File: src/rtl/vmu_pkg.sv
`timescale 1ns / 1ps

package vmu_pkg;

  localparam int unsigned ChunkBits   = 64;
  localparam int unsigned IdxBits     = 6;
  localparam int unsigned ActBits     = 7;
  localparam int unsigned CountBits   = 17;
  localparam int unsigned PosBits     = 16;
  localparam int unsigned ChunkNumBits = 10;
  localparam int unsigned XlenMax     = 64;

  typedef enum logic [3:0] {
    MODE_AND  = 4'd0,
    MODE_NAND = 4'd1,
    MODE_ANDN = 4'd2,
    MODE_OR   = 4'd3,
    MODE_NOR  = 4'd4,
    MODE_ORN  = 4'd5,
    MODE_XOR  = 4'd6,
    MODE_XNOR = 4'd7,
    MODE_CPOP = 4'd8,
    MODE_FIRST = 4'd9,
    MODE_SBF  = 4'd10,
    MODE_SIF  = 4'd11,
    MODE_SOF  = 4'd12
  } mode_e;

  typedef struct packed {
    logic [3:0]           mode;
    logic                 unmasked;
    logic [ChunkBits-1:0] src1_bits;
    logic [ChunkBits-1:0] src2_bits;
    logic [ChunkBits-1:0] mask_bits;
    logic [ChunkBits-1:0] dest_bits;
    logic [ActBits-1:0]   active_bits;
    logic                 first_chunk;
    logic                 last_chunk;
  } item_t;

  typedef struct packed {
    logic [ChunkBits-1:0] result_bits;
    logic [XlenMax-1:0]   scalar_value;
    logic                 scalar_valid;
    logic                 last_out;
  } result_t;

endpackage

File: src/rtl/vmu_in_if.sv
`timescale 1ns / 1ps

interface vmu_in_if;
  logic                          valid;
  logic                          ready;
  logic [3:0]                    mode;
  logic                          unmasked;
  logic [vmu_pkg::ChunkBits-1:0] src1_bits;
  logic [vmu_pkg::ChunkBits-1:0] src2_bits;
  logic [vmu_pkg::ChunkBits-1:0] mask_bits;
  logic [vmu_pkg::ChunkBits-1:0] dest_bits;
  logic [vmu_pkg::ActBits-1:0]   active_bits;
  logic                          first_chunk;
  logic                          last_chunk;

  modport source (
    output valid, mode, unmasked, src1_bits, src2_bits, mask_bits, dest_bits,
           active_bits, first_chunk, last_chunk,
    input  ready
  );

  modport sink (
    input  valid, mode, unmasked, src1_bits, src2_bits, mask_bits, dest_bits,
           active_bits, first_chunk, last_chunk,
    output ready
  );
endinterface

File: src/rtl/vmu_out_if.sv
`timescale 1ns / 1ps

interface vmu_out_if;
  logic                          valid;
  logic                          ready;
  logic [vmu_pkg::ChunkBits-1:0] result_bits;
  logic [vmu_pkg::XlenMax-1:0]   scalar_value;
  logic                          scalar_valid;
  logic                          last_out;

  modport source (
    output valid, result_bits, scalar_value, scalar_valid, last_out,
    input  ready
  );

  modport sink (
    input  valid, result_bits, scalar_value, scalar_valid, last_out,
    output ready
  );
endinterface

File: src/rtl/vector_mask_unit.sv
`timescale 1ns / 1ps

// path: an accepted request is held in the input register, then in the result
// register, where it stays while the result is not taken
// throughput: one request per cycle; input register and result register
// stall together only while a result waits and the input register is full
// reset: async active low, clears valids and running state, xlen64_q to 1
module vector_mask_unit (
  input  logic              clk_i,
  input  logic              rst_ni,
  input  logic              cfg_we_i,
  input  logic              cfg_wdata_i,
  vmu_in_if.sink            in_i,
  vmu_out_if.source         out_o
);

  localparam int unsigned CB = vmu_pkg::ChunkBits;

  logic                               xlen64_q;
  logic                               in_valid_q;
  vmu_pkg::item_t                     in_q;
  logic                               out_valid_q;
  vmu_pkg::result_t                   out_q;
  vmu_pkg::result_t                   out_d;

  logic                               found_q, found_d;
  logic [vmu_pkg::CountBits-1:0]      count_q, count_d;
  logic [vmu_pkg::PosBits-1:0]        pos_q, pos_d;
  logic [vmu_pkg::ChunkNumBits-1:0]   chunk_q, chunk_d;

  logic                               advance;
  logic                               in_fire;

  assign advance     = !out_valid_q || out_o.ready;
  assign in_i.ready  = !in_valid_q || advance;
  assign in_fire     = in_i.valid && in_i.ready;

  // config register
  always_ff @(posedge clk_i or negedge rst_ni) begin
    if (!rst_ni) begin
      xlen64_q <= 1'b1;
    end else if (cfg_we_i) begin
      xlen64_q <= cfg_wdata_i;
    end
  end

  // input register
  always_ff @(posedge clk_i or negedge rst_ni) begin
    if (!rst_ni) begin
      in_valid_q <= 1'b0;
    end else if (in_i.ready) begin
      in_valid_q <= in_i.valid;
    end
  end

  always_ff @(posedge clk_i) begin
    if (in_fire) begin
      in_q.mode        <= in_i.mode;
      in_q.unmasked    <= in_i.unmasked;
      in_q.src1_bits   <= in_i.src1_bits;
      in_q.src2_bits   <= in_i.src2_bits;
      in_q.mask_bits   <= in_i.mask_bits;
      in_q.dest_bits   <= in_i.dest_bits;
      in_q.active_bits <= in_i.active_bits;
      in_q.first_chunk <= in_i.first_chunk;
      in_q.last_chunk  <= in_i.last_chunk;
    end
  end

  // chunk datapath
  logic                          f_eff;
  logic [vmu_pkg::CountBits-1:0] c_eff;
  logic [vmu_pkg::PosBits-1:0]   p_eff;
  logic [vmu_pkg::ChunkNumBits-1:0] n_eff;
  logic [CB-1:0]                 act, vmask, src, vs1, vs2, vd, newv, lowbit;
  logic [vmu_pkg::IdxBits:0]     pcnt;
  logic [vmu_pkg::IdxBits-1:0]   idx;
  logic                          any;
  logic [vmu_pkg::PosBits-1:0]   hit_pos;
  logic [vmu_pkg::XlenMax-1:0]   not_found;

  always_comb begin
    f_eff = in_q.first_chunk ? 1'b0 : found_q;
    c_eff = in_q.first_chunk ? '0 : count_q;
    p_eff = in_q.first_chunk ? '0 : pos_q;
    n_eff = in_q.first_chunk ? '0 : chunk_q;

    vs1 = in_q.src1_bits;
    vs2 = in_q.src2_bits;
    vd  = in_q.dest_bits;

    act   = in_q.active_bits[vmu_pkg::ActBits-1] ? '1
          : ((CB'(1) << in_q.active_bits[vmu_pkg::IdxBits-1:0]) - CB'(1));
    vmask = in_q.unmasked ? '1 : in_q.mask_bits;
    src   = vs2 & vmask & act;
    any   = |src;

    pcnt = '0;
    for (int i = 0; i < CB; i++) begin
      pcnt = pcnt + (vmu_pkg::IdxBits+1)'(src[i]);
    end

    idx = '0;
    for (int i = CB - 1; i >= 0; i--) begin
      if (src[i]) begin
        idx = vmu_pkg::IdxBits'(i);
      end
    end
    lowbit  = src & (~src + CB'(1));
    hit_pos = {n_eff, idx};

    not_found = xlen64_q ? '1 : {{(vmu_pkg::XlenMax-32){1'b0}}, {32{1'b1}}};

    found_d = f_eff;
    count_d = c_eff;
    pos_d   = p_eff;
    newv    = '0;

    out_d.result_bits  = vd;
    out_d.scalar_value = '0;
    out_d.scalar_valid = 1'b0;
    out_d.last_out     = in_q.last_chunk;

    case (vmu_pkg::mode_e'(in_q.mode))
      vmu_pkg::MODE_AND, vmu_pkg::MODE_NAND, vmu_pkg::MODE_ANDN,
      vmu_pkg::MODE_OR, vmu_pkg::MODE_NOR, vmu_pkg::MODE_ORN,
      vmu_pkg::MODE_XOR, vmu_pkg::MODE_XNOR: begin
        case (vmu_pkg::mode_e'(in_q.mode))
          vmu_pkg::MODE_AND:  newv = vs2 & vs1;
          vmu_pkg::MODE_NAND: newv = ~(vs2 & vs1);
          vmu_pkg::MODE_ANDN: newv = vs2 & ~vs1;
          vmu_pkg::MODE_OR:   newv = vs2 | vs1;
          vmu_pkg::MODE_NOR:  newv = ~(vs2 | vs1);
          vmu_pkg::MODE_ORN:  newv = vs2 | ~vs1;
          vmu_pkg::MODE_XOR:  newv = vs2 ^ vs1;
          default:            newv = ~(vs2 ^ vs1);
        endcase
        out_d.result_bits = (newv & act) | (vd & ~act);
      end
      vmu_pkg::MODE_CPOP: begin
        count_d = c_eff + vmu_pkg::CountBits'(pcnt);
        if (in_q.last_chunk) begin
          out_d.scalar_value = vmu_pkg::XlenMax'(count_d);
          out_d.scalar_valid = 1'b1;
        end
      end
      vmu_pkg::MODE_FIRST: begin
        if (!f_eff && any) begin
          found_d = 1'b1;
          pos_d   = hit_pos;
        end
        if (in_q.last_chunk) begin
          out_d.scalar_value = found_d ? vmu_pkg::XlenMax'(pos_d) : not_found;
          out_d.scalar_valid = 1'b1;
        end
      end
      vmu_pkg::MODE_SBF, vmu_pkg::MODE_SIF, vmu_pkg::MODE_SOF: begin
        if (f_eff) begin
          newv = '0;
        end else if (any) begin
          found_d = 1'b1;
          pos_d   = hit_pos;
          case (vmu_pkg::mode_e'(in_q.mode))
            vmu_pkg::MODE_SBF: newv = lowbit - CB'(1);
            vmu_pkg::MODE_SIF: newv = (lowbit - CB'(1)) | lowbit;
            default:           newv = lowbit;
          endcase
        end else begin
          newv = (vmu_pkg::mode_e'(in_q.mode) == vmu_pkg::MODE_SOF) ? '0 : '1;
        end
        newv = (vd & ~vmask) | (newv & vmask);
        out_d.result_bits = (newv & act) | (vd & ~act);
      end
      default: begin
        out_d.result_bits = vd;
      end
    endcase

    chunk_d = n_eff + vmu_pkg::ChunkNumBits'(1);
    if (in_q.last_chunk) begin
      found_d = 1'b0;
      count_d = '0;
      pos_d   = '0;
      chunk_d = '0;
    end
  end

  // running state
  always_ff @(posedge clk_i or negedge rst_ni) begin
    if (!rst_ni) begin
      found_q <= 1'b0;
      count_q <= '0;
      pos_q   <= '0;
      chunk_q <= '0;
    end else if (advance && in_valid_q) begin
      found_q <= found_d;
      count_q <= count_d;
      pos_q   <= pos_d;
      chunk_q <= chunk_d;
    end
  end

  // result register
  always_ff @(posedge clk_i or negedge rst_ni) begin
    if (!rst_ni) begin
      out_valid_q <= 1'b0;
    end else if (advance) begin
      out_valid_q <= in_valid_q;
    end
  end

  always_ff @(posedge clk_i) begin
    if (advance && in_valid_q) begin
      out_q <= out_d;
    end
  end

  assign out_o.valid        = out_valid_q;
  assign out_o.result_bits  = out_q.result_bits;
  assign out_o.scalar_value = out_q.scalar_value;
  assign out_o.scalar_valid = out_q.scalar_valid;
  assign out_o.last_out     = out_q.last_out;

endmodule

File: src/flat_wrapper.sv
// flat-port wrapper written by rule: the top's interface ports become plain ports
module vector_mask_unit_flat 
  (clk_i, rst_ni, cfg_we_i, cfg_wdata_i, in_i_valid, in_i_mode, in_i_unmasked, in_i_src1_bits, in_i_src2_bits, in_i_mask_bits, in_i_dest_bits, in_i_active_bits, in_i_first_chunk, in_i_last_chunk, in_i_ready, out_o_valid, out_o_result_bits, out_o_scalar_value, out_o_scalar_valid, out_o_last_out, out_o_ready);
  vmu_in_if in_i_i ();
  vmu_out_if out_o_i ();
  input  logic clk_i;
  input  logic rst_ni;
  input  logic cfg_we_i;
  input  logic cfg_wdata_i;
  input wire logic [$bits(in_i_i.valid)-1:0] in_i_valid;
  input wire logic [$bits(in_i_i.mode)-1:0] in_i_mode;
  input wire logic [$bits(in_i_i.unmasked)-1:0] in_i_unmasked;
  input wire logic [$bits(in_i_i.src1_bits)-1:0] in_i_src1_bits;
  input wire logic [$bits(in_i_i.src2_bits)-1:0] in_i_src2_bits;
  input wire logic [$bits(in_i_i.mask_bits)-1:0] in_i_mask_bits;
  input wire logic [$bits(in_i_i.dest_bits)-1:0] in_i_dest_bits;
  input wire logic [$bits(in_i_i.active_bits)-1:0] in_i_active_bits;
  input wire logic [$bits(in_i_i.first_chunk)-1:0] in_i_first_chunk;
  input wire logic [$bits(in_i_i.last_chunk)-1:0] in_i_last_chunk;
  output wire logic [$bits(in_i_i.ready)-1:0] in_i_ready;
  output wire logic [$bits(out_o_i.valid)-1:0] out_o_valid;
  output wire logic [$bits(out_o_i.result_bits)-1:0] out_o_result_bits;
  output wire logic [$bits(out_o_i.scalar_value)-1:0] out_o_scalar_value;
  output wire logic [$bits(out_o_i.scalar_valid)-1:0] out_o_scalar_valid;
  output wire logic [$bits(out_o_i.last_out)-1:0] out_o_last_out;
  input wire logic [$bits(out_o_i.ready)-1:0] out_o_ready;
  assign in_i_i.valid = in_i_valid;
  assign in_i_i.mode = in_i_mode;
  assign in_i_i.unmasked = in_i_unmasked;
  assign in_i_i.src1_bits = in_i_src1_bits;
  assign in_i_i.src2_bits = in_i_src2_bits;
  assign in_i_i.mask_bits = in_i_mask_bits;
  assign in_i_i.dest_bits = in_i_dest_bits;
  assign in_i_i.active_bits = in_i_active_bits;
  assign in_i_i.first_chunk = in_i_first_chunk;
  assign in_i_i.last_chunk = in_i_last_chunk;
  assign in_i_ready = in_i_i.ready;
  assign out_o_valid = out_o_i.valid;
  assign out_o_result_bits = out_o_i.result_bits;
  assign out_o_scalar_value = out_o_i.scalar_value;
  assign out_o_scalar_valid = out_o_i.scalar_valid;
  assign out_o_last_out = out_o_i.last_out;
  assign out_o_i.ready = out_o_ready;
  vector_mask_unit u_core (.clk_i(clk_i), .rst_ni(rst_ni), .cfg_we_i(cfg_we_i), .cfg_wdata_i(cfg_wdata_i), .in_i(in_i_i), .out_o(out_o_i));
endmodule
File: config.mk
export PLATFORM = sky130hd
export DESIGN_NAME = vector_mask_unit_flat
export DESIGN_NICKNAME = d
export VERILOG_FILES = /design/src/rtl/vmu_pkg.sv /design/src/rtl/vmu_in_if.sv /design/src/rtl/vmu_out_if.sv /design/src/rtl/vector_mask_unit.sv /design/src/flat_wrapper.sv
export SDC_FILE = /design/constraint.sdc
export NUM_CORES = 1
export LEC_CHECK = 0
export BUFFER_PORTS_ARGS = -buffer_cell sky130_fd_sc_hd__buf_2
export CORE_MARGIN = 8
export CORE_UTILIZATION = 35
export DETAILED_ROUTE_END_ITERATION = 8
export HOLD_SLACK_MARGIN = 0.12
export PLACE_DENSITY = 0.57
export SKIP_CTS_REPAIR_TIMING = 1
export SLEW_MARGIN = 10
export SYNTH_ARGS = -nofsm -noshare
export SYNTH_HDL_FRONTEND = slang
export SYNTH_SLANG_ARGS = --single-unit
File: constraint.sdc
create_clock -name clk_i -period 14.6 [get_ports clk_i]
set_clock_uncertainty 0.2 [all_clocks]
set_input_delay 1.46 -clock clk_i [delete_from_list [all_inputs] [get_ports clk_i]]
set_output_delay 1.46 -clock clk_i [all_outputs]
set_load 0.03 [all_outputs]
* After elaboration in Yosys (flattened, before gate mapping)
Cells that the tools add are included.
** Word-level totals
- Flip-flop bits (word level) :: 447
- Bits in latches :: 0
- Bits in writable memories :: 0
- ROM bits :: 0
- Bits of input ports :: 276
- Output and inout port bits :: 132
- Word-level logic and storage cells :: 234
- Memories :: 0
** Operators by class
- Add/subtract/negate cells :: 68
- Multipliers :: 0
- Div/mod/pow operators :: 0
- Magnitude comparators :: 0
- Eq/ne operators :: 12
- Shift-type cells :: 1
- Multiplexer cells :: 97
- Bitwise operators :: 24
- Reductions and logical operators :: 12
** Operators with widths (count)
- $and 64x64->64 :: 10
- $mux 64 :: 9
- $not 64->64 :: 7
- $pmux 64 s7 :: 1
- $add 7x1->7 :: 62
- $mux 6 :: 64
- $or 64x64->64 :: 6
- $pmux 64 s2 :: 2
- $pmux 65 s2 :: 1
- $sub 64x1->64 const B :: 2
- $mux 16 :: 5
- $mux 65 :: 1
- $add 64x1->64 const B :: 1
- $reduce_or 64->1 :: 1
- $shl 1x6->64 const A :: 1
- $xor 64x64->64 :: 1
- $mux 17 :: 3
- $pmux 16 s2 :: 1
- $eq 4x4->1 const B :: 5
- $mux 10 :: 2
- $mux 18 :: 1
- $add 17x7->17 :: 1
- $eq 4x3->1 const B :: 4
- $add 10x1->10 const B :: 1
- other kinds (11) :: 22

* Logic depth before layout (Yosys ltp)
- Depth after elaboration :: 72
- Depth in mapped cells :: 43
- Gate-level depth less buffers :: 37

* Worst setup path before layout
No wires, ideal clock.
- Path type :: register to register
- From :: register u_core.in_q[7] in the netlist's numbering
- To :: register u_core.count_q[12] in the netlist's numbering
- Library setup time :: 64 ps
- Arrival time :: 10423 ps
- Required time :: 14336 ps
- Slack :: 3912 ps
- Cell stages (with the launch flop) :: 38
- Path buffers :: 5
- Period minus slack after synthesis :: 10688 ps
- Path through :: edfxtp_1 > buf_4 > buf_2 > buf_2 > buf_2 > inv_1 > nand3_1 > ha_1 > or3b_1 > clkbuf_1 > o22ai_1 > mux2_2 > nor3_1 > inv_1 > fa_1 > fa_1 > fa_1 > inv_1 > (+2 left out) > fa_1 > fa_1 > fa_1 > fa_1 > fa_1 > fa_1 > fa_1 > nor2b_1 > o21ai_0 > a21boi_0 > o21ai_0 > a21boi_0 > o21a_1 > nand3_1 > or2_2 > or3_1 > a21oi_1 > a21o_1
** Between the ends
- Longest elaborated chain between the ends :: 70
** RTL lines
- start, declared :: RTL line vector_mask_unit.sv:21 : vmu_pkg::item_t in_q;
- $shl 1x6->64 (*) :: RTL line vector_mask_unit.sv:93 : : ((CB'(1) << in_q.active_bits[vmu_pkg::IdxBits-1:0]) - CB'(1));
- $sub 64x1->64 (*) :: RTL line vector_mask_unit.sv:93
- $mux 64 (*) :: RTL line vector_mask_unit.sv:92 : act = in_q.active_bits[vmu_pkg::ActBits-1] ? '1
- $and 64x64->64 (*) :: RTL line vector_mask_unit.sv:95 : src = vs2 & vmask & act;
- $add 1x1->2 :: RTL line vector_mask_unit.sv:100 : pcnt = pcnt + (vmu_pkg::IdxBits+1)'(src[i]);
- $add 7x1->7 (61 in series) :: RTL line vector_mask_unit.sv:100
- $add 7x1->7 (*) :: RTL line vector_mask_unit.sv:100
- $add 17x7->17 (*) :: RTL line vector_mask_unit.sv:141 : count_d = c_eff + vmu_pkg::CountBits'(pcnt);
- $mux 17 (*) :: RTL line vector_mask_unit.sv:124 : case (vmu_pkg::mode_e'(in_q.mode))
- $mux 17 (*) :: RTL line vector_mask_unit.sv:180 : if (in_q.last_chunk) begin
- end signal, assigned :: RTL line vector_mask_unit.sv:197 : count_q <= count_d;
- end, declared :: RTL line vector_mask_unit.sv:27 : logic [vmu_pkg::CountBits-1:0] count_q, count_d;
Mark *: on every way between the ends. The rest lies on a longest branch, timed or not.
A chain may end at the register's enable or synchronous reset.

* Final worst setup path
- From :: register u_core.in_q[4] in the netlist's numbering
- To :: register u_core.count_q[12] in the netlist's numbering
The elaborated chain is that of the path after synthesis.

==> results.yml <==
clock_network:
  clockBufferDepth: 3
  numCtsBuffers: 48
  clk_latency_ns: 0.62
  cts_tree: "done"
  htreeDepth: 2
  clkSinkCount: 402
  clock-root-buffer: "clkbuf_16"
  path_clk_slew_ns: 0.06
power:
  internal-power_w: 0.00339
  pwr-share-clk: 0.191
  swShare: 0.441
  p_leak_nw: 15.6
  p_seq_frac: 0.237
  combPwrFrac: 0.571
  peakVddDrop_mv: 0.598
  netSwitchingPower_w: 0.00267
  p_per_area_nw_per_um2: 160
  finalPower_w: 0.00606
floorplan:
  core_um2: 94700
  rows: 113
  die_area_um2: 105000
  start_util: 0.352
  die_x_um: 325
  io_pins: 408
  die_y_um: 325
yosys:
  synthCells: 3651
  synthDistinctLibCells: 115
  seq_area_frac_synth: 0.355
  syn_area_um2: 33300
  synth-async-reset-ratio: 0.117
  synth-edff-count: 355
  ys_seq_elements: 402
  yosys_warnings: 0
  synth_flop_cell: "edfxtp_1"
  syn_avg_cell_area_um2: 9.12
  synth_nets: 4327
grt:
  track_usage: 0.269
  grt_pass1_wl_um: 212000
  antenna_found_initial: 10
  grt.overflow.total: 0
  grt_max_degree: 124
  grt_pass1_vias: 29600
final_layout:
  seq_area_um2: 11800
  area_growth_pct: 13.6
  multi_input_area_um2: 19300
  final_nets: 4593
  fillers: 9622
  final_area_um2: 37800
  drive_gt1_frac: 0.168
  n_antenna_cell: 0
timing:
  setup_tns_ns: 0
  rsz0062_at_grt: "false"
  layout_setup_ws_ns: 2.50
  finalSetupViolCount: 0
  drv_slew: 0
  finalHoldViolations: 0
  fmax_ghz: 0.0826
  fin_crit_ns: 12.10
  fin_crit_sh: 0.829
  tightest_slew_ns: 1.24
  relSlewSlack: 0.166
critical_path:
  path_class: "flop to flop"
  crit_top_cell: "fa_1"
  cp_max_fo: 46
  slowest_delay_ns: 0.61
  end_kind: "flop"
  crit_buf_inv: 4
  worst-endpoint-required_ns: 14.95
  slowest_stage: "fa_1"
  critPathLaunchType: "flop"
  arrival_ns: 12.46
  cp_top_family: "adder cells"
route:
  vias: 31300
  ant_nets: 0
  wl_per_cell_um: 28.7
  wl_um: 150000
  drtIter0Drc: 3744
  drc: 0
  drt_pre_antenna_iters: 6
  vias_per_cell: 5.99
placement:
  preCtsSetupSlack_ns: 2.64
  place_hpwl_um: 117000
  gp_congestion: 1.02
  placed_cell_area_um2: 36300
  io_buffers: 407
worst_hold_path:
  min_path_type: "flop to flop"
job:
  drv_cap: 0
run_status:
  status: "completed"
==> final timing paths <==
path / endpoint / from / slack, ns / cells past startpoint
hold reg to reg: u_core.pos_q[4] / u_core.pos_q[4] / 0.27 / 2
max in group asynchronous: u_core.count_q[1] / rst_ni / 13.02 / 2
setup / recovery: u_core.count_q[12] / u_core.in_q[4] / 2.50 / 34
setup reg to reg: u_core.count_q[12] / u_core.in_q[4] / 2.50 / 34
hold / removal: u_core.pos_q[4] / u_core.pos_q[4] / 0.27 / 2
min in group asynchronous: u_core.in_valid_q / rst_ni / 0.76 / 2
==> state kept, by name, indices dropped and copies added, names as in the netlist <==
register and count:
u_core.chunk_q 10, u_core.count_q 17, u_core.found_q 1, u_core.in_q 78
u_core.in_valid_q 1, u_core.out_o.last_out 1, u_core.out_o.result_bits 64, u_core.out_o.scalar_valid 1
u_core.out_o.scalar_value 19, u_core.out_o.valid 1, u_core.pos_q 16, u_core.vd 64
u_core.vs1 64, u_core.vs2 64, u_core.xlen64_q 1
==> cells in the mapped netlist (all sizes together) (11+ instances only) <==
library cell	instances	area share
edfxtp	355	0.32
ha	347	0.13
o21ai	328	0.050
nor2	310	0.035
nand2	304	0.034
inv	248	0.028
a21oi	244	0.037
clkbuf	144	0.016
buf	126	0.023
nor3	101	0.016
nand3	97	0.015
a211oi	74	0.017
o211ai	69	0.016
mux2i	60	0.018
fa	53	0.032
nor2b	51	0.0096
dfrtp	46	0.035
o221ai	46	0.013
a31oi	38	0.0071
nand4	38	0.0075
and2	34	0.0065
a21o	32	0.0072
nor3b	30	0.0068
a221oi	28	0.0074
nand2b	28	0.0053
o22ai	26	0.0049
a2111oi	24	0.0063
and3	24	0.0045
a22oi	23	0.0052
o31ai	23	0.0056
or2	21	0.0039
o21a	17	0.0038
nor4	16	0.0043
xnor2	16	0.0042
o311ai	13	0.0034
a32oi	12	0.0032
or3	12	0.0024
or4	12	0.0032
xor2	12	0.0032
a22o	11	0.0029
o41ai	11	0.0040
==> worst min-delay path, cell delays in order (launching register included) <==
cell	delay, ns
dfrtp_1	0.33
nand2_1	0.05
o21ai_0	0.06
==> cells in the final DEF (no fill, tap or decap), types with 11 or more instances in the layout <==
master / instances
xor2_1: 12
a2111oi_0: 24
o31ai_1: 22
clkbuf_16: 48
buf_4: 76
o22ai_1: 26
or3_1: 11
nor3_1: 91
nand4_1: 36
inv_1: 245
and2_1: 30
or2_2: 20
a211oi_1: 72
nand2_1: 300
a22o_1: 11
dfrtp_1: 46
a21o_1: 32
nor2_1: 304
xnor2_1: 16
a221oi_1: 28
mux2i_1: 60
edfxtp_1: 355
and3_1: 24
buf_2: 407
a32oi_1: 12
a22oi_1: 23
o21ai_0: 297
a21oi_1: 242
ha_1: 347
a31oi_1: 37
o221ai_1: 42
o21ai_1: 28
nand3_1: 95
nor3b_1: 30
nand2b_1: 28
o21a_1: 17
nor2b_1: 49
fa_1: 53
nor4_1: 12
o211ai_1: 68
==> per-layer routing <==
metal,track usage,wire length [um],part of all wire,vias to the layer above
li1,-,-,-,13900
met1,0.366,63200,0.42,15400
met2,0.417,65800,0.44,1660
met3,0.0463,13300,0.088,276
met4,0.120,7650,0.051,8
met5,0,46,0.00031,-
==> power groups by stage <==
stage	sequential [W]	combinational, W	clock [W]
global route	0.00145	0.00386	0.00122
finish	0.00144	0.00346	0.00116
global placement	0.00146	0.00337	0
floorplan	0.00150	0.00240	0
CTS	0.00144	0.00345	0.00119
detailed placement	0.00146	0.00343	0
==> per-stage QoR <==
| step | hold WS, ns | cells | utilization |
|---|---|---|---|
| 3_5_place_dp | 0.265 | 5132 | 0.384 |
| 3_3_place_gp | 0.263 | 5132 | 0.384 |
| 6_report | 0.274 | 5218 | 0.399 |
| 5_1_grt | 0.292 | 5218 | 0.399 |
| 4_1_cts | 0.277 | 5218 | 0.399 |
| 2_1_floorplan | 0.245 | 3651 | - |
==> cell type report <==
type                       instances  area share
multi-input combinational       2728       0.510
clock buffer                      53      0.0322
clock inverter                    33     0.00734
inverter                         251      0.0250
sequential                       402       0.313
tap                             1265      0.0418
timing repair buffer             486      0.0705
==> kinds of logic (layout without fill, tap and decap cells) <==
family	Yosys count	count (layout)	share of synthesized area
simple gates	1123	1123	0.169
compound gates	1113	1113	0.219
buf+inv	521	823	0.0679
flops	402	402	0.355
fa+ha+maj	400	400	0.162
mux	64	64	0.0194
xor+xnor	28	28	0.00736
Power figures use the tool's default switching activity.
